==> config.mk <==
export PLATFORM = sky130hd
export DESIGN_NAME = ttsp_mod_unit
export DESIGN_NICKNAME = d
export VERILOG_FILES = /design/src/design/ttsp_pkg.sv /design/src/design/ttsp_mod_unit.sv
export SDC_FILE = /design/constraint.sdc
export NUM_CORES = 1
export LEC_CHECK = 0
export BUFFER_PORTS_ARGS = -buffer_cell sky130_fd_sc_hd__buf_2
export CORE_MARGIN = 8
export CORE_UTILIZATION = 50
export DETAILED_ROUTE_END_ITERATION = 10
export GPL_TIMING_DRIVEN = 1
export PLACE_DENSITY = 0.73
export SYNTH_ARGS = -nofsm -noshare
export SYNTH_HDL_FRONTEND = slang
export SYNTH_SLANG_ARGS = --single-unit
==> constraint.sdc <==
create_clock -name clk -period 3.6 [get_ports clk]
set_input_delay 0.18 -clock clk [delete_from_list [all_inputs] [get_ports clk]]
set_output_delay 0.18 -clock clk [all_outputs]
set_load 0.005 [all_outputs]
==> src/design/ttsp_pkg.sv <==
// ttsp_pkg: types and constants for the transposition table store/probe core.
// No dependencies.
package ttsp_pkg;

	localparam int TABLE_SLOTS = 65536;
	localparam int IDX_W       = $clog2(TABLE_SLOTS);
	localparam int CNT_W       = IDX_W + 1;
	localparam int CFG_W       = 17;
	localparam int KEY_W       = 64;
	localparam int MOVE_W      = 28;

	localparam logic [1:0] REQ_STORE = 2'd0;
	localparam logic [1:0] REQ_MOVE  = 2'd1;
	localparam logic [1:0] REQ_EVAL  = 2'd2;
	localparam logic [1:0] REQ_CLEAR = 2'd3;

	localparam logic [1:0] BOUND_ALPHA = 2'd1;
	localparam logic [1:0] BOUND_BETA  = 2'd2;
	localparam logic [1:0] BOUND_EXACT = 2'd3;

	typedef struct packed {
		logic [1:0]        req_type;
		logic [KEY_W-1:0]  position_key;
		logic [MOVE_W-1:0] best_move;
		logic signed [15:0] eval_score;
		logic [5:0]        search_depth;
		logic [1:0]        bound_kind;
		logic signed [15:0] alpha_bound;
		logic signed [15:0] beta_bound;
	} req_t;

	typedef struct packed {
		logic [MOVE_W-1:0] returned_move;
		logic              entry_matched;
		logic [MOVE_W-1:0] entry_move;
		logic signed [15:0] result_score;
		logic              usable;
		logic [31:0]       new_write_count;
		logic [31:0]       over_write_count;
		logic [31:0]       hit_count;
		logic [31:0]       cut_count;
	} rsp_t;

	typedef struct packed {
		logic [KEY_W-1:0]  key;
		logic [MOVE_W-1:0] move;
		logic [15:0]       score;
		logic [5:0]        depth;
		logic [1:0]        bound;
	} entry_t;

	typedef struct packed {
		logic             we;
		logic [IDX_W-1:0] waddr;
		entry_t           wdata;
		logic             re;
		logic [IDX_W-1:0] raddr;
	} mem_ctl_t;

endpackage

==> src/design/ttsp_mod_unit.sv <==
// ttsp_mod_unit: bit-serial restoring remainder of a 64-bit key by the slot count.
// Depends on ttsp_pkg.
module ttsp_mod_unit import ttsp_pkg::*; (
	input  logic             clk,
	input  logic             arst_n,
	input  logic             go,
	input  logic [KEY_W-1:0] dividend,
	input  logic [CNT_W-1:0] divisor,
	output logic             done,
	output logic [IDX_W-1:0] rem
);

	localparam int STEP_W = $clog2(KEY_W);

	logic             run_q;
	logic [STEP_W-1:0] step_q;
	logic [KEY_W-1:0] num_q;
	logic [CNT_W-1:0] div_q;
	logic [CNT_W-1:0] rem_q;
	logic             done_q;
	logic [CNT_W:0]   trial;
	logic [CNT_W:0]   diff;

	assign trial = {rem_q, num_q[KEY_W-1]};
	assign diff  = trial - {1'b0, div_q};

	always_ff @(posedge clk or negedge arst_n) begin
		if (!arst_n) begin
			run_q  <= 1'b0;
			done_q <= 1'b0;
			step_q <= '0;
		end else begin
			done_q <= 1'b0;
			if (go) begin
				run_q  <= 1'b1;
				step_q <= '0;
			end else if (run_q) begin
				step_q <= step_q + 1'b1;
				if (step_q == STEP_W'(KEY_W - 1)) begin
					run_q  <= 1'b0;
					done_q <= 1'b1;
				end
			end
		end
	end

	always_ff @(posedge clk) begin
		if (go) begin
			num_q <= dividend;
			div_q <= divisor;
			rem_q <= '0;
		end else if (run_q) begin
			num_q <= {num_q[KEY_W-2:0], 1'b0};
			if (!diff[CNT_W]) rem_q <= diff[CNT_W-1:0];
			else              rem_q <= trial[CNT_W-1:0];
		end
	end

	assign done = done_q;
	assign rem  = rem_q[IDX_W-1:0];

endmodule

Word level (Yosys, flattened, before mapping)
Index checks and enable logic that the tools add are counted.
Widths: inputs -> output; s select.
{"block": "word_totals", "ff_bits": 106, "latchBits": 0, "ram_bits": 0, "romBits": 0, "out_inout_bits": 17, "elab_cells": 21, "mem_count": 0}
{"block": "classes", "n_addsub": 2, "mul": 0, "div": 0, "n_lt_le_gt_ge": 0, "n_eq_ne": 1, "n_shift": 0, "n_mux": 11, "bitwise_logic": 0, "reduce_logical": 1}
{"op": "$mux 64", "count": 2}
{"op": "$sub 18x17->18", "count": 1}
{"op": "$mux 17", "count": 1}
{"op": "$mux 6", "count": 2}
{"op": "$add 6x1->6 const B", "count": 1}
{"op": "$eq 6x6->1 const B", "count": 1}
{"op": "$mux 1", "count": 6}
{"op": "$reduce_bool 2->1", "count": 1}

Logic depth before layout (Yosys ltp)
Gate-level depths: netlist of the first run.
{"block": "logic_depth", "depth_word": 4, "ltp_mapped": 10}

Worst setup path after synthesis of the first run
Ideal clock, no wire load.
{"block": "synth_timing", "path_type": "input-to-reg", "start": "input port go", "end": "register num_q[0] (enable)", "setup_time_ns": 0.424, "arrival_time_ns": 2.215, "t_required_ns": 3.176, "setup_slack_ns": 0.962, "path_stages": 4, "cell_sequence": "clkbuf_1 clkbuf_1 inv_1 nand2_1"}
{"block": "synth_via", "elab_chain_cells": 1}
{"item": "start, declared", "line_no": "ttsp_mod_unit.sv:6", "text": "input logic go,"}
{"item": "$reduce_bool 2->1 (no line)"}
{"item": "end signal, assigned", "line_no": "ttsp_mod_unit.sv:49", "text": "num_q <= dividend;"}
{"item": "end signal, assigned", "line_no": "ttsp_mod_unit.sv:53", "text": "num_q <= {num_q[KEY_W-2:0], 1'b0};"}
{"item": "end, declared", "line_no": "ttsp_mod_unit.sv:17", "text": "logic [KEY_W-1:0] num_q;"}
Every way passes these cells.
A chain may end at the register's enable or synchronous reset.

Final worst setup path of the first run
{"block": "layout_timing", "start": "register rem_q[11]", "end": "register rem_q[13]"}
{"block": "layout_via", "elab_chain_cells": 2}
{"item": "start, declared", "line_no": "ttsp_mod_unit.sv:19", "text": "logic [CNT_W-1:0] rem_q;"}
{"item": "start signal, assigned", "line_no": "ttsp_mod_unit.sv:54", "text": "if (!diff[CNT_W]) rem_q <= diff[CNT_W-1:0];"}
{"item": "start signal, assigned", "line_no": "ttsp_mod_unit.sv:55", "text": "else rem_q <= trial[CNT_W-1:0];"}
{"item": "$sub 18x17->18", "line_no": "ttsp_mod_unit.sv:25", "text": "assign diff = trial - {1'b0, div_q};"}
{"item": "$mux 17", "line_no": "ttsp_mod_unit.sv:54"}
Every way passes these cells.

==> metrics.cfg, run 1 <==
[run_status]
status=complete, no violations

[final_layout]
final_cell_mix=buf_2 (99), edfxtp_1 (81), mux2_2 (64)
area_delta_synth_final_pct=16.18
drive_gt1_frac=0.3477
fin_area_sq_um=6371
diodes=0
nets=653
layout_commonest_cell=buf_2

[cts]
cts_tree=yes
ctsResizeCount=0
htree_levels=3
cts-buffers-inserted=9
clk_pin_slew_worst_paths_ns=0.11
clockRootBuffer=clkbuf_8
cts_buffer_depth=2
clock_latency_ns=0.39
clock_sinks=106

[global_routing]
overflow=0
grt_max_degree=62
grt_use_total=0.1638
grt_first_pass_wirelength_um=19090
grt_pass1_vias=3980
grt_antenna_before_repair=1

[worst_setup_path]
crit_type=reg -> reg
cp_data_required_time_ns=3.90
cp_slowest_stage_delay_ns=0.60
end_kind=flop
path_buf_inv=0
crit_path_start_kind=flop
cp_slowest_cell=or4_1
crit_family=compound AO/OA/AOI/OAI gates
crit_fanout=17
crit_chain=ha_1, a21oi_2, o21ai_1, a21o_1, o31a_1, or4_1, a311oi_1
critPathArrivalTime_ns=3.12

[sta]
finalHoldViolCount=0
clock_skew_ns=0.02131
period_minus_slack_ns=2.820
max_freq_ghz=0.3546
finalSetupViolCount=0
rsz0062_at_grt=false
slew_viol_final=0
finalSetupTns_ns=0
worst_pin_slew_ns=0.7481
maxSlewHeadroom=0.4971
period_share=0.7834

[drt]
vias=3869
routed_wl_um=11670
ant_nets=0
drc=0
via_per_inst=5.567
drt_iter0_markers=151
wl_per_cell_um=16.78
dr.pass1.iters=5

[floorplan]
io_pins=101
die-area_sq_um=14580
rows=38
initial_utilization=0.5081
fp.dieH_um=120.7
core_area_sq_um=10790
die_x_um=120.7

[synthesis]
synth-compound-area-share=0.1164
syn_area_per_cell_sq_um=12.11
ys_seq_elements=106
syn_nets=556
synth_warnings=0
synth_seq_area_share=0.5421
async_flop_share=0.07547
yosys.area_share.simple=0.09468
synthCells=453
synth_ff_type=edfxtp_1
synthXorXnorAreaFrac=0.01757
synthAdderAreaFrac=0.04472
synth_edf_count=81
synth_mux_area_frac=0.1332
synth_top_family_by_area=multiplexers
netlist-cell-type-count=56
synth_area_sq_um=5484

[place]
gp_congestion=0.8392
io_buffer_count=100
dpl_cell_area_sq_um=6012
hpwlAfterDp_um=8317

[pwr]
power_density_nw_per_um2=548.5
ir_drop_v=0.0003691
p_leak_nw=2.639

[run]
drv_cap=0

[min_path]
hp-class=in -> reg

## power by group
part / switching (mW) / internal, mW / leakage [nW]
logic: 0.636 / 0.541 / 1.45
registers: 0.119 / 1.50 / 1.09
clock network: 0.426 / 0.277 / 0.0933
## area by class of cell
type,count,area (sq um)
fill,910,4422
sequential,106,2973
multi-input combinational,289,2232
timing repair buffer,123,733.2
tap,140,175.2
clock buffer,11,141.4
inverter,21,78.83
clock inverter,5,37.54
## registers in the layout, summed over array words and instances (netlist names)
signal  cells
done        1
div_q      17
rem_q      17
step_q      6
num_q      64
run_q       1
## cells in the mapped netlist (all sizes together), types with 2 or more instances
master   instances  area (sq um)
a311oi          12         105.1
nand4            7         43.79
xor2             5         43.79
o21ai           27         138.9
mux2            64         720.7
o21a             4         30.03
o311a            2         20.02
a21o             4         30.03
o211ai           3         22.52
clkbuf          17         65.06
or3              4         25.02
nand2           21         78.83
nor4             2         18.77
nand2b           6         37.54
inv             20         75.07
and4             3         26.28
edfxtp          81          2432
ha              18         225.2
nand3           10         50.05
a211oi           4         35.03
nor3b            3         22.52
buf             20         137.6
nor2            30         112.6
a21boi           3         22.52
o31a             3         26.28
or4b             2         20.02
o2111ai          3         26.28
nor3             3         15.01
xnor2            6         52.55
or4              2         15.01
dfrtp            8         200.2
a21oi           20         115.1
dfxtp           17         340.3
a31oi            2         12.51
and2             5         31.28
## cells by family after synthesis
group,after synthesis
AOI/OAI and AO/OA,93
DFF,106
adders and majority gates,19
and+or+nand+nor,101
xor gates and xnor gates,11
buffers and inverters,58
muxes,65
## metal layers
layer	up-vias	global-route usage	wire length [um]
met5	-	0	10
met4	2	0.04918	142
met3	16	0.07226	970
met2	135	0.2602	5512
met1	1833	0.1968	5030
li1	1883	-	-
## final timing paths
check / from / end / slack, ns / cells after the start
worst max register to register: rem_q[11] / rem_q[13] / 0.78 / 7
worst min register to register: rem_q[5] / rem_q[5] / 0.52 / 2
worst min-delay path: dividend[13] / num_q[13] / 0.09 / 2
worst max-delay path: rem_q[11] / rem_q[13] / 0.78 / 7
min in group asynchronous: arst_n / step_q[1] / 0.16 / 2
max in group asynchronous: arst_n / done / 3.26 / 2
## per-stage QoR
step	std cells	total power [mW]	hold slack, ns	util	worst slack (ns)
3_5_place_dp	661	2.794	0.03178	0.5570	0.8515
4_1_cts	695	3.515	0.07329	0.5903	0.8005
6_report	695	3.495	0.08708	0.5903	0.7798
3_3_place_gp	661	2.765	0.02828	0.5570	0.8585
2_1_floorplan	453	2.536	-0.1156	-	0.9616
5_1_grt	695	3.714	0.06437	0.5903	0.5571
## repair_timing
| item | in CTS | in global routing |
|---|---|---|
| hold buffers | 18 | 0 |
| setup buffers | 0 | 0 |
| hold endpoints to repair | 25 | 0 |
No activity file was read; power rests on OpenSTA's default activity.
==> run 2, diff against run 1 <==
==> constraint.sdc (replaced) <==
create_clock -name clk -period 2.6 [get_ports clk]
set_input_delay 0.13 -clock clk [delete_from_list [all_inputs] [get_ports clk]]
set_output_delay 0.13 -clock clk [all_outputs]
set_load 0.005 [all_outputs]
==> run 2 against run 1 <==
Critical path type unchanged. Non-clock buffer count is 29 higher. Power is 57% higher. Worst hold slack worse by 0.050 ns. Core utilization is 4.5 points higher. Sequential power is 40% higher.
==> metrics.cfg, run 2 (synthesis gave the netlist of run 1 again) <==
[floorplan]
core_area_sq_um=10790
die-area_sq_um=14580
die_x_um=120.7
initial_utilization=0.5081
rows=38
fp.dieH_um=120.7
io_pins=101

[sta]
whs_ns=0.03667
slew_viol_final=0
rsz0062_at_grt=true
finalSetupTns_ns=0
finalSetupViolCount=0
period_minus_slack_ns=2.526
finalHoldViolCount=0
max_freq_ghz=0.3959
worst_pin_slew_ns=0.5964
period_share=0.9716
maxSlewHeadroom=0.6024
clock_skew_ns=0.007585

[global_routing]
grt_use_total=0.1715
grt_pass1_vias=4114
grt_first_pass_wirelength_um=20000
grt_max_degree=105
grt_antenna_before_repair=0
overflow=0

[worst_setup_path]
crit_fanout=5
rrSetupSlack_ns=0.07
crit_type=reg -> reg
r2r_cells=9
rr_endpoint=rem_q[15]
cp_data_required_time_ns=2.90
reg2reg_from=div_q[8]
critPathArrivalTime_ns=2.83
end_kind=flop
crit_path_start_kind=flop

[final_layout]
area_delta_synth_final_pct=24.98
diodes=0
largest_register_ffs=64
nets=682
stdcell_count=724
layout_commonest_cell=buf_2
final_util=0.6351
fin_area_sq_um=6854
largest_register=num_q
top_regs=num_q: 64 flops, div_q: 17 flops, rem_q: 17 flops
final_cell_mix=buf_2 (99), edfxtp_1 (81), mux2_2 (64)
drive_gt1_frac=0.4264

[place]
place_inst=680
hpwlAfterDp_um=8479
dpl_cell_area_sq_um=6167
gp_congestion=0.9099
io_buffer_count=100

[drt]
ant_nets=0
vias=3975
dr.pass1.iters=5
wl_per_cell_um=16.94
via_per_inst=5.490
drc=0
routed_wl_um=12260
drt_iter0_markers=242

[cts]
cts-buffers-inserted=9
cts_tree=yes
clock_latency_ns=0.38
clk_pin_slew_worst_paths_ns=0.10
htree_levels=3
cts_buffer_depth=2
clockRootBuffer=clkbuf_8
clock_sinks=106

[pwr]
ir_drop_v=0.0004193
power_density_nw_per_um2=803.0
p_leak_nw=2.801

[run]
drv_cap=0

[run_status]
status=complete, no violations

[min_path]
hold_depth=2
hp-start=dividend[0]
hp-class=in -> reg
hold-path-endpoint=num_q[0]

-- run 2: cell types whose count changed in the layout (fill, tap and decap cells not counted), sizes merged --
cell,previous run,this run
inv,22,21
buf,105,133
bufinv,0,2
clkdlybuf4s18,0,1
clkbuf,11,10
-- run 2: through the flow --
stage	total power [mW]	setup WS [ns]
floorplan	3.512	0.01156
global placement	4.035	-0.007407
detailed placement	4.068	-0.1596
CTS	5.228	0.004053
global route	5.826	-0.01600
finish	5.504	0.07396
-- run 2: critical path, stage by stage (launching register included) --
cell      delay [ns]
edfxtp_1        0.39
inv_2           0.08
ha_4            0.21
buf_4           0.14
nand2_1         0.07
o21ai_2         0.07
a32o_2          0.32
o31a_1          0.35
or4b_4          0.56
a311oi_2        0.26
-- run 2: timing repair --
item,in CTS,in global routing
hold buffers,18,0
endpoints found under the setup margin,15,16
hold endpoints to repair,25,0
resized for setup,6,35
cloned,0,1
pin swaps,1,13
setup buffers,2,7
-- run 2: routing by layer --
| metal | GRT usage | routed length (um) | part of all wire |
|---|---|---|---|
| met5 | 0 | 0 | 0 |
| met1 | 0.2097 | 5381 | 0.44 |
| met3 | 0.06340 | 1105 | 0.090 |
| met2 | 0.2633 | 5511 | 0.45 |
| met4 | 0.08275 | 264 | 0.022 |
-- run 2: worst max path at each step --
stage / from / end / slack [ns] / cells after the start
after floorplan: go / num_q[0] / 0.01 / 4
after global placement: div_q[12] / rem_q[15] / -0.007 / 9
after detailed placement: div_q[12] / rem_q[2] / -0.16 / 9
after CTS: div_q[12] / rem_q[15] / 0.004 / 9
after global routing: div_q[8] / rem_q[13] / -0.02 / 11
final: div_q[8] / rem_q[15] / 0.07 / 9
-- run 2: report_power, final --
group / total [mW] / internal, mW / switching (mW)
clock: 1.11 / 0.538 / 0.572
combinational: 2.12 / 1.11 / 1.02
sequential: 2.27 / 2.08 / 0.197
-- run 2: layout make-up --
cell class                 count  area, sq um
multi-input combinational    289         2442
sequential                   106         2977
fill                         853         3939
timing repair buffer         152        973.4
clock inverter                 6        80.08
inverter                      21        78.83
tap                          140        175.2
clock buffer                  10        127.6
